**src/pts_pkg.sv**
```systemverilog
// ----------------------------------------------------------------------------
// pts_pkg
// Shared types and constants of the periodic trigger scheduler.
// ----------------------------------------------------------------------------
package pts_pkg;

  localparam int unsigned DataW = 32;
  localparam int unsigned CfgIdxW = 3;

  // Configuration register indexes.
  localparam logic [CfgIdxW-1:0] REG_CONNECT_INTERVAL = 3'd0;
  localparam logic [CfgIdxW-1:0] REG_SYNC_INTERVAL    = 3'd1;
  localparam logic [CfgIdxW-1:0] REG_READING_PERIOD   = 3'd2;
  localparam logic [CfgIdxW-1:0] REG_DISPATCH_PERIOD  = 3'd3;
  localparam logic [CfgIdxW-1:0] REG_RESYNC_PERIOD    = 3'd4;
  localparam logic [CfgIdxW-1:0] REG_DISPATCH_PHASE   = 3'd5;
  localparam logic [CfgIdxW-1:0] REG_RESYNC_PHASE     = 3'd6;

  // Reset values of the configuration registers.
  localparam logic [DataW-1:0] RST_CONNECT_INTERVAL = 32'd5000;
  localparam logic [DataW-1:0] RST_SYNC_INTERVAL    = 32'd10000;
  localparam logic [DataW-1:0] RST_READING_PERIOD   = 32'd60;
  localparam logic [DataW-1:0] RST_DISPATCH_PERIOD  = 32'd300;
  localparam logic [DataW-1:0] RST_RESYNC_PERIOD    = 32'd3600;
  localparam logic [DataW-1:0] RST_DISPATCH_PHASE   = 32'd0;
  localparam logic [DataW-1:0] RST_RESYNC_PHASE     = 32'd0;

  // Which periodic trigger the shared divider is working on.
  localparam logic [1:0] SEL_READING  = 2'd0;
  localparam logic [1:0] SEL_DISPATCH = 2'd1;
  localparam logic [1:0] SEL_RESYNC   = 2'd2;

  typedef struct packed {
    logic             paired;
    logic             time_synced;
    logic [DataW-1:0] millis_now;
    logic [DataW-1:0] unix_now;
  } pts_in_t;

  typedef struct packed {
    logic connect_trigger;
    logic time_sync_trigger;
    logic reading_trigger;
    logic dispatch_trigger;
  } pts_out_t;

  // Controller to datapath.
  typedef struct packed {
    logic       load_item;
    logic       eval_ms;
    logic       div_start;
    logic       eval_div;
    logic [1:0] div_sel;
    logic       out_load;
  } pts_cmd_t;

  // Datapath to controller.
  typedef struct packed {
    logic synced_mode;
    logic div_done;
    logic out_free;
  } pts_sts_t;

endpackage

```
**src/pts_div.sv**
```systemverilog
// ----------------------------------------------------------------------------
// pts_div
// Restoring divider that returns the 32-bit remainder, one quotient bit per
// cycle. A zero divisor leaves the dividend as the remainder.
// ----------------------------------------------------------------------------
module pts_div (
  input  logic                      clk,
  input  logic                      rst_n,
  input  logic                      start,
  input  logic [pts_pkg::DataW-1:0] num,
  input  logic [pts_pkg::DataW-1:0] den,
  output logic                      done,
  output logic [pts_pkg::DataW-1:0] rem
);
  import pts_pkg::*;

  localparam int unsigned CntW = $clog2(DataW);

  logic [DataW-1:0] num_r, num_nxt;
  logic [DataW-1:0] den_r, den_nxt;
  logic [DataW-1:0] rem_r, rem_nxt;
  logic [CntW-1:0]  cnt_r, cnt_nxt;
  logic             busy_r, busy_nxt;
  logic             done_r, done_nxt;
  logic [DataW:0]   trial;

  always_comb begin
    num_nxt  = num_r;
    den_nxt  = den_r;
    rem_nxt  = rem_r;
    cnt_nxt  = cnt_r;
    busy_nxt = busy_r;
    done_nxt = 1'b0;
    trial    = {rem_r, num_r[DataW-1]};
    if (start) begin
      num_nxt  = num;
      den_nxt  = den;
      rem_nxt  = '0;
      cnt_nxt  = '0;
      busy_nxt = 1'b1;
    end else if (busy_r) begin
      // The difference is below the divisor, so it fits in 32 bits.
      if (trial >= {1'b0, den_r}) begin
        rem_nxt = trial[DataW-1:0] - den_r;
      end else begin
        rem_nxt = trial[DataW-1:0];
      end
      num_nxt = {num_r[DataW-2:0], 1'b0};
      cnt_nxt = cnt_r + 1'b1;
      if (cnt_r == CntW'(DataW - 1)) begin
        busy_nxt = 1'b0;
        done_nxt = 1'b1;
      end
    end
  end

  always_ff @(posedge clk) begin
    if (!rst_n) begin
      busy_r <= 1'b0;
      done_r <= 1'b0;
      cnt_r  <= '0;
    end else begin
      busy_r <= busy_nxt;
      done_r <= done_nxt;
      cnt_r  <= cnt_nxt;
    end
    num_r <= num_nxt;
    den_r <= den_nxt;
    rem_r <= rem_nxt;
  end

  assign done = done_r;
  assign rem  = rem_r;

endmodule

```
**src/pts_dp.sv**
```systemverilog
// ----------------------------------------------------------------------------
// pts_dp
// Datapath: configuration registers, tick register, last firing times,
// the shared remainder unit and the result register.
// ----------------------------------------------------------------------------
module pts_dp (
  input  logic                        clk,
  input  logic                        rst_n,
  input  pts_pkg::pts_cmd_t           cmd,
  output pts_pkg::pts_sts_t           sts,
  input  pts_pkg::pts_in_t            in_data,
  input  logic                        cfg_valid,
  input  logic [pts_pkg::CfgIdxW-1:0] cfg_index,
  input  logic [pts_pkg::DataW-1:0]   cfg_data,
  output logic                        out_valid,
  input  logic                        out_stall,
  output pts_pkg::pts_out_t           out_data
);
  import pts_pkg::*;

  logic [DataW-1:0] conn_int_r, sync_int_r;
  logic [DataW-1:0] read_per_r, disp_per_r, resync_per_r;
  logic [DataW-1:0] disp_phase_r, resync_phase_r;

  logic [DataW-1:0] last_conn_r, last_sync_r;
  logic [DataW-1:0] last_read_r, last_disp_r, last_resync_r;

  pts_in_t          item_r;
  pts_out_t         flags_r;
  pts_out_t         out_r;
  logic             out_valid_r;

  logic [DataW-1:0] div_den;
  logic [DataW-1:0] div_rem;
  logic             div_done;
  logic [DataW-1:0] conn_elapsed, sync_elapsed;
  logic [DataW-1:0] target, last_sel;
  logic             hit;

  pts_div u_div (
    .clk   (clk),
    .rst_n (rst_n),
    .start (cmd.div_start),
    .num   (item_r.unix_now),
    .den   (div_den),
    .done  (div_done),
    .rem   (div_rem)
  );

  always_comb begin
    case (cmd.div_sel)
      SEL_READING: begin
        div_den  = read_per_r;
        target   = '0;
        last_sel = last_read_r;
      end
      SEL_DISPATCH: begin
        div_den  = disp_per_r;
        target   = disp_phase_r;
        last_sel = last_disp_r;
      end
      default: begin
        div_den  = resync_per_r;
        target   = resync_phase_r;
        last_sel = last_resync_r;
      end
    endcase
  end

  assign conn_elapsed = item_r.millis_now - last_conn_r;
  assign sync_elapsed = item_r.millis_now - last_sync_r;
  assign hit          = (div_rem == target) && (item_r.unix_now != last_sel);

  // Configuration writes.
  always_ff @(posedge clk) begin
    if (!rst_n) begin
      conn_int_r     <= RST_CONNECT_INTERVAL;
      sync_int_r     <= RST_SYNC_INTERVAL;
      read_per_r     <= RST_READING_PERIOD;
      disp_per_r     <= RST_DISPATCH_PERIOD;
      resync_per_r   <= RST_RESYNC_PERIOD;
      disp_phase_r   <= RST_DISPATCH_PHASE;
      resync_phase_r <= RST_RESYNC_PHASE;
    end else if (cfg_valid) begin
      unique case (cfg_index)
        REG_CONNECT_INTERVAL: conn_int_r     <= cfg_data;
        REG_SYNC_INTERVAL:    sync_int_r     <= cfg_data;
        REG_READING_PERIOD:   read_per_r     <= cfg_data;
        REG_DISPATCH_PERIOD:  disp_per_r     <= cfg_data;
        REG_RESYNC_PERIOD:    resync_per_r   <= cfg_data;
        REG_DISPATCH_PHASE:   disp_phase_r   <= cfg_data;
        REG_RESYNC_PHASE:     resync_phase_r <= cfg_data;
        default: ;
      endcase
    end
  end

  // Tick evaluation and firing history.
  always_ff @(posedge clk) begin
    if (!rst_n) begin
      last_conn_r   <= '0;
      last_sync_r   <= '0;
      last_read_r   <= '0;
      last_disp_r   <= '0;
      last_resync_r <= '0;
      flags_r       <= '0;
    end else begin
      if (cmd.load_item) begin
        flags_r <= '0;
      end
      if (cmd.eval_ms) begin
        if (!item_r.paired) begin
          if (conn_elapsed > conn_int_r) begin
            last_conn_r             <= item_r.millis_now;
            flags_r.connect_trigger <= 1'b1;
          end
        end else if (sync_elapsed > sync_int_r) begin
          last_sync_r               <= item_r.millis_now;
          flags_r.time_sync_trigger <= 1'b1;
        end
      end
      if (cmd.eval_div && hit) begin
        case (cmd.div_sel)
          SEL_READING: begin
            last_read_r             <= item_r.unix_now;
            flags_r.reading_trigger <= 1'b1;
          end
          SEL_DISPATCH: begin
            last_disp_r              <= item_r.unix_now;
            flags_r.dispatch_trigger <= 1'b1;
          end
          default: begin
            last_resync_r             <= item_r.unix_now;
            flags_r.time_sync_trigger <= 1'b1;
          end
        endcase
      end
    end
    if (cmd.load_item) begin
      item_r <= in_data;
    end
  end

  // Result register; a new result may load in the cycle the old one transfers.
  always_ff @(posedge clk) begin
    if (!rst_n) begin
      out_valid_r <= 1'b0;
    end else if (cmd.out_load) begin
      out_valid_r <= 1'b1;
    end else if (!out_stall) begin
      out_valid_r <= 1'b0;
    end
    if (cmd.out_load) begin
      out_r <= flags_r;
    end
  end

  assign sts.synced_mode = item_r.paired && item_r.time_synced;
  assign sts.div_done    = div_done;
  assign sts.out_free    = !out_valid_r || !out_stall;

  assign out_valid = out_valid_r;
  assign out_data  = out_r;

endmodule

```
**src/pts_ctrl.sv**
```systemverilog
// ----------------------------------------------------------------------------
// pts_ctrl
// Controller: takes a tick, picks the mode and steps the shared divider
// through the reading, dispatch and resync periods.
// ----------------------------------------------------------------------------
module pts_ctrl (
  input  logic              clk,
  input  logic              rst_n,
  input  logic              in_valid,
  output logic              in_stall,
  input  pts_pkg::pts_sts_t sts,
  output pts_pkg::pts_cmd_t cmd
);
  import pts_pkg::*;

  localparam logic [2:0] ST_IDLE  = 3'd0;
  localparam logic [2:0] ST_CHECK = 3'd1;
  localparam logic [2:0] ST_START = 3'd2;
  localparam logic [2:0] ST_WAIT  = 3'd3;
  localparam logic [2:0] ST_OUT   = 3'd4;

  logic [2:0] state_r, state_nxt;
  logic [1:0] sel_r, sel_nxt;

  always_comb begin
    state_nxt = state_r;
    sel_nxt   = sel_r;
    cmd       = '0;
    cmd.div_sel = sel_r;
    unique case (state_r)
      ST_IDLE: begin
        if (in_valid) begin
          cmd.load_item = 1'b1;
          state_nxt     = ST_CHECK;
        end
      end
      ST_CHECK: begin
        if (sts.synced_mode) begin
          sel_nxt   = SEL_READING;
          state_nxt = ST_START;
        end else begin
          cmd.eval_ms = 1'b1;
          state_nxt   = ST_OUT;
        end
      end
      ST_START: begin
        cmd.div_start = 1'b1;
        state_nxt     = ST_WAIT;
      end
      ST_WAIT: begin
        if (sts.div_done) begin
          cmd.eval_div = 1'b1;
          if (sel_r == SEL_RESYNC) begin
            state_nxt = ST_OUT;
          end else begin
            sel_nxt   = sel_r + 2'd1;
            state_nxt = ST_START;
          end
        end
      end
      ST_OUT: begin
        if (sts.out_free) begin
          cmd.out_load = 1'b1;
          state_nxt    = ST_IDLE;
        end
      end
      default: state_nxt = ST_IDLE;
    endcase
  end

  always_ff @(posedge clk) begin
    if (!rst_n) begin
      state_r <= ST_IDLE;
      sel_r   <= SEL_READING;
    end else begin
      state_r <= state_nxt;
      sel_r   <= sel_nxt;
    end
  end

  assign in_stall = (state_r != ST_IDLE);

endmodule

```
**src/periodic_trigger_scheduler_top.sv**
```systemverilog
// In millisecond modes a tick needs no division; synced mode takes three
// 32-bit remainders in turn from one restoring divider. One tick is in work
// at a time, so a new tick waits until the result of the last one is loaded;
// a stalled result holds off the next.
// Reset (rst_n low, synchronous) loads the default registers, clears all last
// firing times and empties the result register.
// ----------------------------------------------------------------------------
// periodic_trigger_scheduler_top
// Raises connect, time sync, reading and dispatch triggers for each tick.
// ----------------------------------------------------------------------------
module periodic_trigger_scheduler_top (
  input  logic                        clk,
  input  logic                        rst_n,
  input  logic                        in_valid,
  output logic                        in_stall,
  input  pts_pkg::pts_in_t            in_data,
  output logic                        out_valid,
  input  logic                        out_stall,
  output pts_pkg::pts_out_t           out_data,
  input  logic                        cfg_valid,
  output logic                        cfg_ready,
  input  logic [pts_pkg::CfgIdxW-1:0] cfg_index,
  input  logic [pts_pkg::DataW-1:0]   cfg_data
);
  import pts_pkg::*;

  pts_cmd_t cmd;
  pts_sts_t sts;

  assign cfg_ready = 1'b1;

  pts_ctrl u_ctrl (
    .clk      (clk),
    .rst_n    (rst_n),
    .in_valid (in_valid),
    .in_stall (in_stall),
    .sts      (sts),
    .cmd      (cmd)
  );

  pts_dp u_dp (
    .clk       (clk),
    .rst_n     (rst_n),
    .cmd       (cmd),
    .sts       (sts),
    .in_data   (in_data),
    .cfg_valid (cfg_valid),
    .cfg_index (cfg_index),
    .cfg_data  (cfg_data),
    .out_valid (out_valid),
    .out_stall (out_stall),
    .out_data  (out_data)
  );

endmodule
```
**config.mk**
```make
export PLATFORM = sky130hd
export DESIGN_NAME = periodic_trigger_scheduler_top
export DESIGN_NICKNAME = d
export VERILOG_FILES = /design/src/pts_pkg.sv /design/src/pts_div.sv /design/src/pts_dp.sv /design/src/pts_ctrl.sv /design/src/periodic_trigger_scheduler_top.sv
export SDC_FILE = /design/constraint.sdc
export NUM_CORES = 1
export LEC_CHECK = 0
export BUFFER_PORTS_ARGS = -buffer_cell sky130_fd_sc_hd__buf_2
export CORE_ASPECT_RATIO = 1.5
export CORE_UTILIZATION = 50
export CTS_CLUSTER_DIAMETER = 200
export DETAILED_ROUTE_END_ITERATION = 8
export PLACE_DENSITY = 0.81
export SYNTH_ARGS = -nofsm -noshare
export SYNTH_HDL_FRONTEND = slang
export SYNTH_SLANG_ARGS = --single-unit
```
**constraint.sdc**
```tcl
create_clock -name clk -period 5.2 [get_ports clk]
set_input_delay 1.04 -clock clk [delete_from_list [all_inputs] [get_ports clk]]
set_output_delay 1.04 -clock clk [all_outputs]
set_load 0.03 [all_outputs]
```
==> metrics.yaml <==
status: "finished, final reports clean"
finalClockSkew_ps: 71.7
yosysMostFrequentCell: "nand2_1"
dp_hpwl_mm: 51.1
critPathLaunchType: "register"
drc: 0
cts_inserted_buffers: 54
worst_slew_pin_slew_ps: 1120
synthToLayoutAreaGrowth_pct: 11.3
route.vias.total: 23400
report.final.slew_viol_count: 0
crit_slowest_cell: "edfxtp_1"
path_cells: "inv_2, ha_2, inv_1, fa_2, a21o_1, a2111oi_4, o22a_1, o221ai_2, o2111ai_2, a31oi_2, a21o_1, a21oi_2, xnor2_1, ha_1, a21o_1, a21oi_1, nor2b_1, o21ai_1, a21oi_2, o41ai_4, buf_6, clkbuf_16, mux2i_2, nor2b_1"
die_h_um: 300
io_buffers: 111
holdWs_ps: 442
synth_area_sq_mm: 0.0296
drtIter0Drc: 1218
crit_top_cell: "a21o_1"
die_w_um: 201
finalWirelength_mm: 74.4
grt_pass1_wl_mm: 118
grt_pass1_vias: 22900
synthTopCellsByCount: "nand2_1 (734), dfxtp_1 (433), a21boi_0 (208), mux2i_1 (184), a21oi_1 (177)"
total_leakage_power_nw: 12.2
ys_top_cells_by_area: "dfxtp_1 (29%), edfxtp_1 (14%), nand2_1 (9.3%), ha_1 (6.9%), mux2i_1 (6.2%)"
ant_nets: 0
largest_register: "u_dp.item_r"
syn_avg_cell_area_sq_um: 8.95
ios: 113
initial_core_util_pct: 50.9
clock_sinks: 567
relSlewSlack_pct: 25.2
synth-edff-count: 134
async_reset_ff_share_pct: 0
syn-num-nets: 3576
design_area_sq_mm: 0.0329
cts_max_level: 2
cap_violations: 0
drt_pre_antenna_iters: 7
ys_seq_area_share_pct: 42.9
vias_per_cell: 5.59
place_area_sq_mm: 0.0309
clk-insertion-delay-late_ps: 650
fin_crit_sh_pct: 96.1
yosysTopAreaCell: "dfxtp_1"
clock_tree.buffer_depth: 3
yosysWarnings: 0
cp_max_fo: 5
worstSetupEndpointType: "register"
ys_types: 76
grtUsageTotal_pct: 24.1
critical_path_required_ps: 5680
rows: 108
largest_register_ffs: 66
ys_ff_latch: 567
setup_ws_ps: 205
clk_pin_slew_worst_paths_ps: 70
root_buffer: "clkbuf_16"
ys.flop_type: "dfxtp_1"
synth_top_area_share_pct: 29.3
hp-class: "reg -> reg"
antenna_found_initial: 7
gr-total-overflow: 0
die_area_sq_mm: 0.0601
cpPeakStageDelay_ps: 410
place_congestion: 0.938
core-area_sq_mm: 0.0581
wl_per_cell_um: 17.8
grt_max_degree: 197
ir_drop_mv: 0.303
tns_ps: 0
fmax_ghz: 0.200
layout_min_cycle_time_ps: 5000
final_nets: 3633
syn_inst: 3304
finalSetupViolCount: 0
critPathArrivalTime_ps: 5480
cts_hold_buf: 0
p_total_mw: 12.3
cts_tree: "yes"
dp_slack_ps: -215
critPathKind: "reg -> reg"
powerDensity_mw_per_mm2: 373
hold_viol_final: 0
drive_gt1_share_pct: 8.86
==> final timing paths <==
path                        start                   to  slack [ps]  depth (start not counted)
setup reg to reg  u_dp.item_r[32]  u_dp.last_sync_r[7]         200                         24
hold / removal    u_dp.flags_r[0]     u_dp.out_data[0]         440                          0
hold reg to reg   u_dp.flags_r[0]     u_dp.out_data[0]         440                          0
setup / recovery  u_dp.item_r[32]  u_dp.last_sync_r[7]         200                         24
==> cells in the final DEF, fill, tap and decap left out, drive strengths merged, types with 5 or more instances in the layout <==
cell type	instances
ha	163
and4	7
o21a	28
nand2b	23
a21boi	209
bufinv	5
dfxtp	433
nor2b	157
buf	170
a22o	32
nor4	15
nand3	37
nor2	79
a21oi	178
a211oi	9
xnor2	80
clkinv	20
and3	15
nor3	32
o21ai	74
o31a	6
or3	6
nor3b	34
mux2i	184
edfxtp	134
o211ai	20
nand2	734
a22oi	34
o2111ai	5
nand4	38
a31oi	10
and2	10
inv	179
xor2	66
clkbuf	75
a21o	43
==> critical path: cells and delay by family (launching register included) <==
family,cells,cell delay (ps)
compound gates,13,2670
xor+xnor,1,140
fa+ha+maj,3,790
buf+inv,4,510
flops,1,410
mux,1,230
simple gates,2,130
==> report_power, final <==
| part | total [mW] | switching (mW) | internal [mW] |
|---|---|---|---|
| clock network | 4.10 | 1.79 | 2.31 |
| logic | 3.11 | 1.77 | 1.35 |
| registers | 5.07 | 0.289 | 4.78 |
==> logic make-up (layout without fill, tap and decap cells) <==
kind of cell | after synthesis | after routing | synth area share, %
xor gates and xnor gates | 146 | 146 | 4.33
other | 1 | 2 | 0.0127
AOI/OAI and AO/OA | 690 | 690 | 15.8
and+or+nand+nor | 1201 | 1201 | 18.5
buffers and inverters | 348 | 451 | 5.03
muxes | 185 | 185 | 6.27
adders and majority gates | 166 | 166 | 7.10
DFF | 567 | 567 | 42.9
==> metrics by stage <==
step | cells | util [%]
2_1_floorplan | 3304 | -
6_report | 4178 | 56.6
5_1_grt | 4177 | 56.6
3_3_place_gp | 4066 | 53.1
4_1_cts | 4169 | 56.4
3_5_place_dp | 4067 | 53.1
==> routing by layer <==
metal / vias up / track usage [%] / share of wire, %
met4: 10 / 11.7 / 5.0
li1: 11400 / - / -
met1: 11100 / 26.8 / 39
met2: 612 / 45.0 / 52
met5: - / 0 / 0.075
met3: 191 / 3.01 / 4.4
==> area by class of cell <==
type	count	area (sq um)
Tap cell	770	963
Fill cell	5069	25200
Clock inverter	28	352
Clock buffer	74	1510
Antenna cell	1	2.50
Sequential cell	567	12700
Inverter	178	668
Multi-Input combinational cell	2389	15600
Timing Repair Buffer	171	1140
==> what timing repair did <==
item | in CTS | in global routing
setup buffers | 0 | 5
gates resized for setup | 5 | 22
cloned | 0 | 3
pin swaps | 0 | 15
hold endpoints to repair | 0 | 0
setup endpoints to repair | 47 | 66
Note: power is estimated with default switching activity, not from simulation.
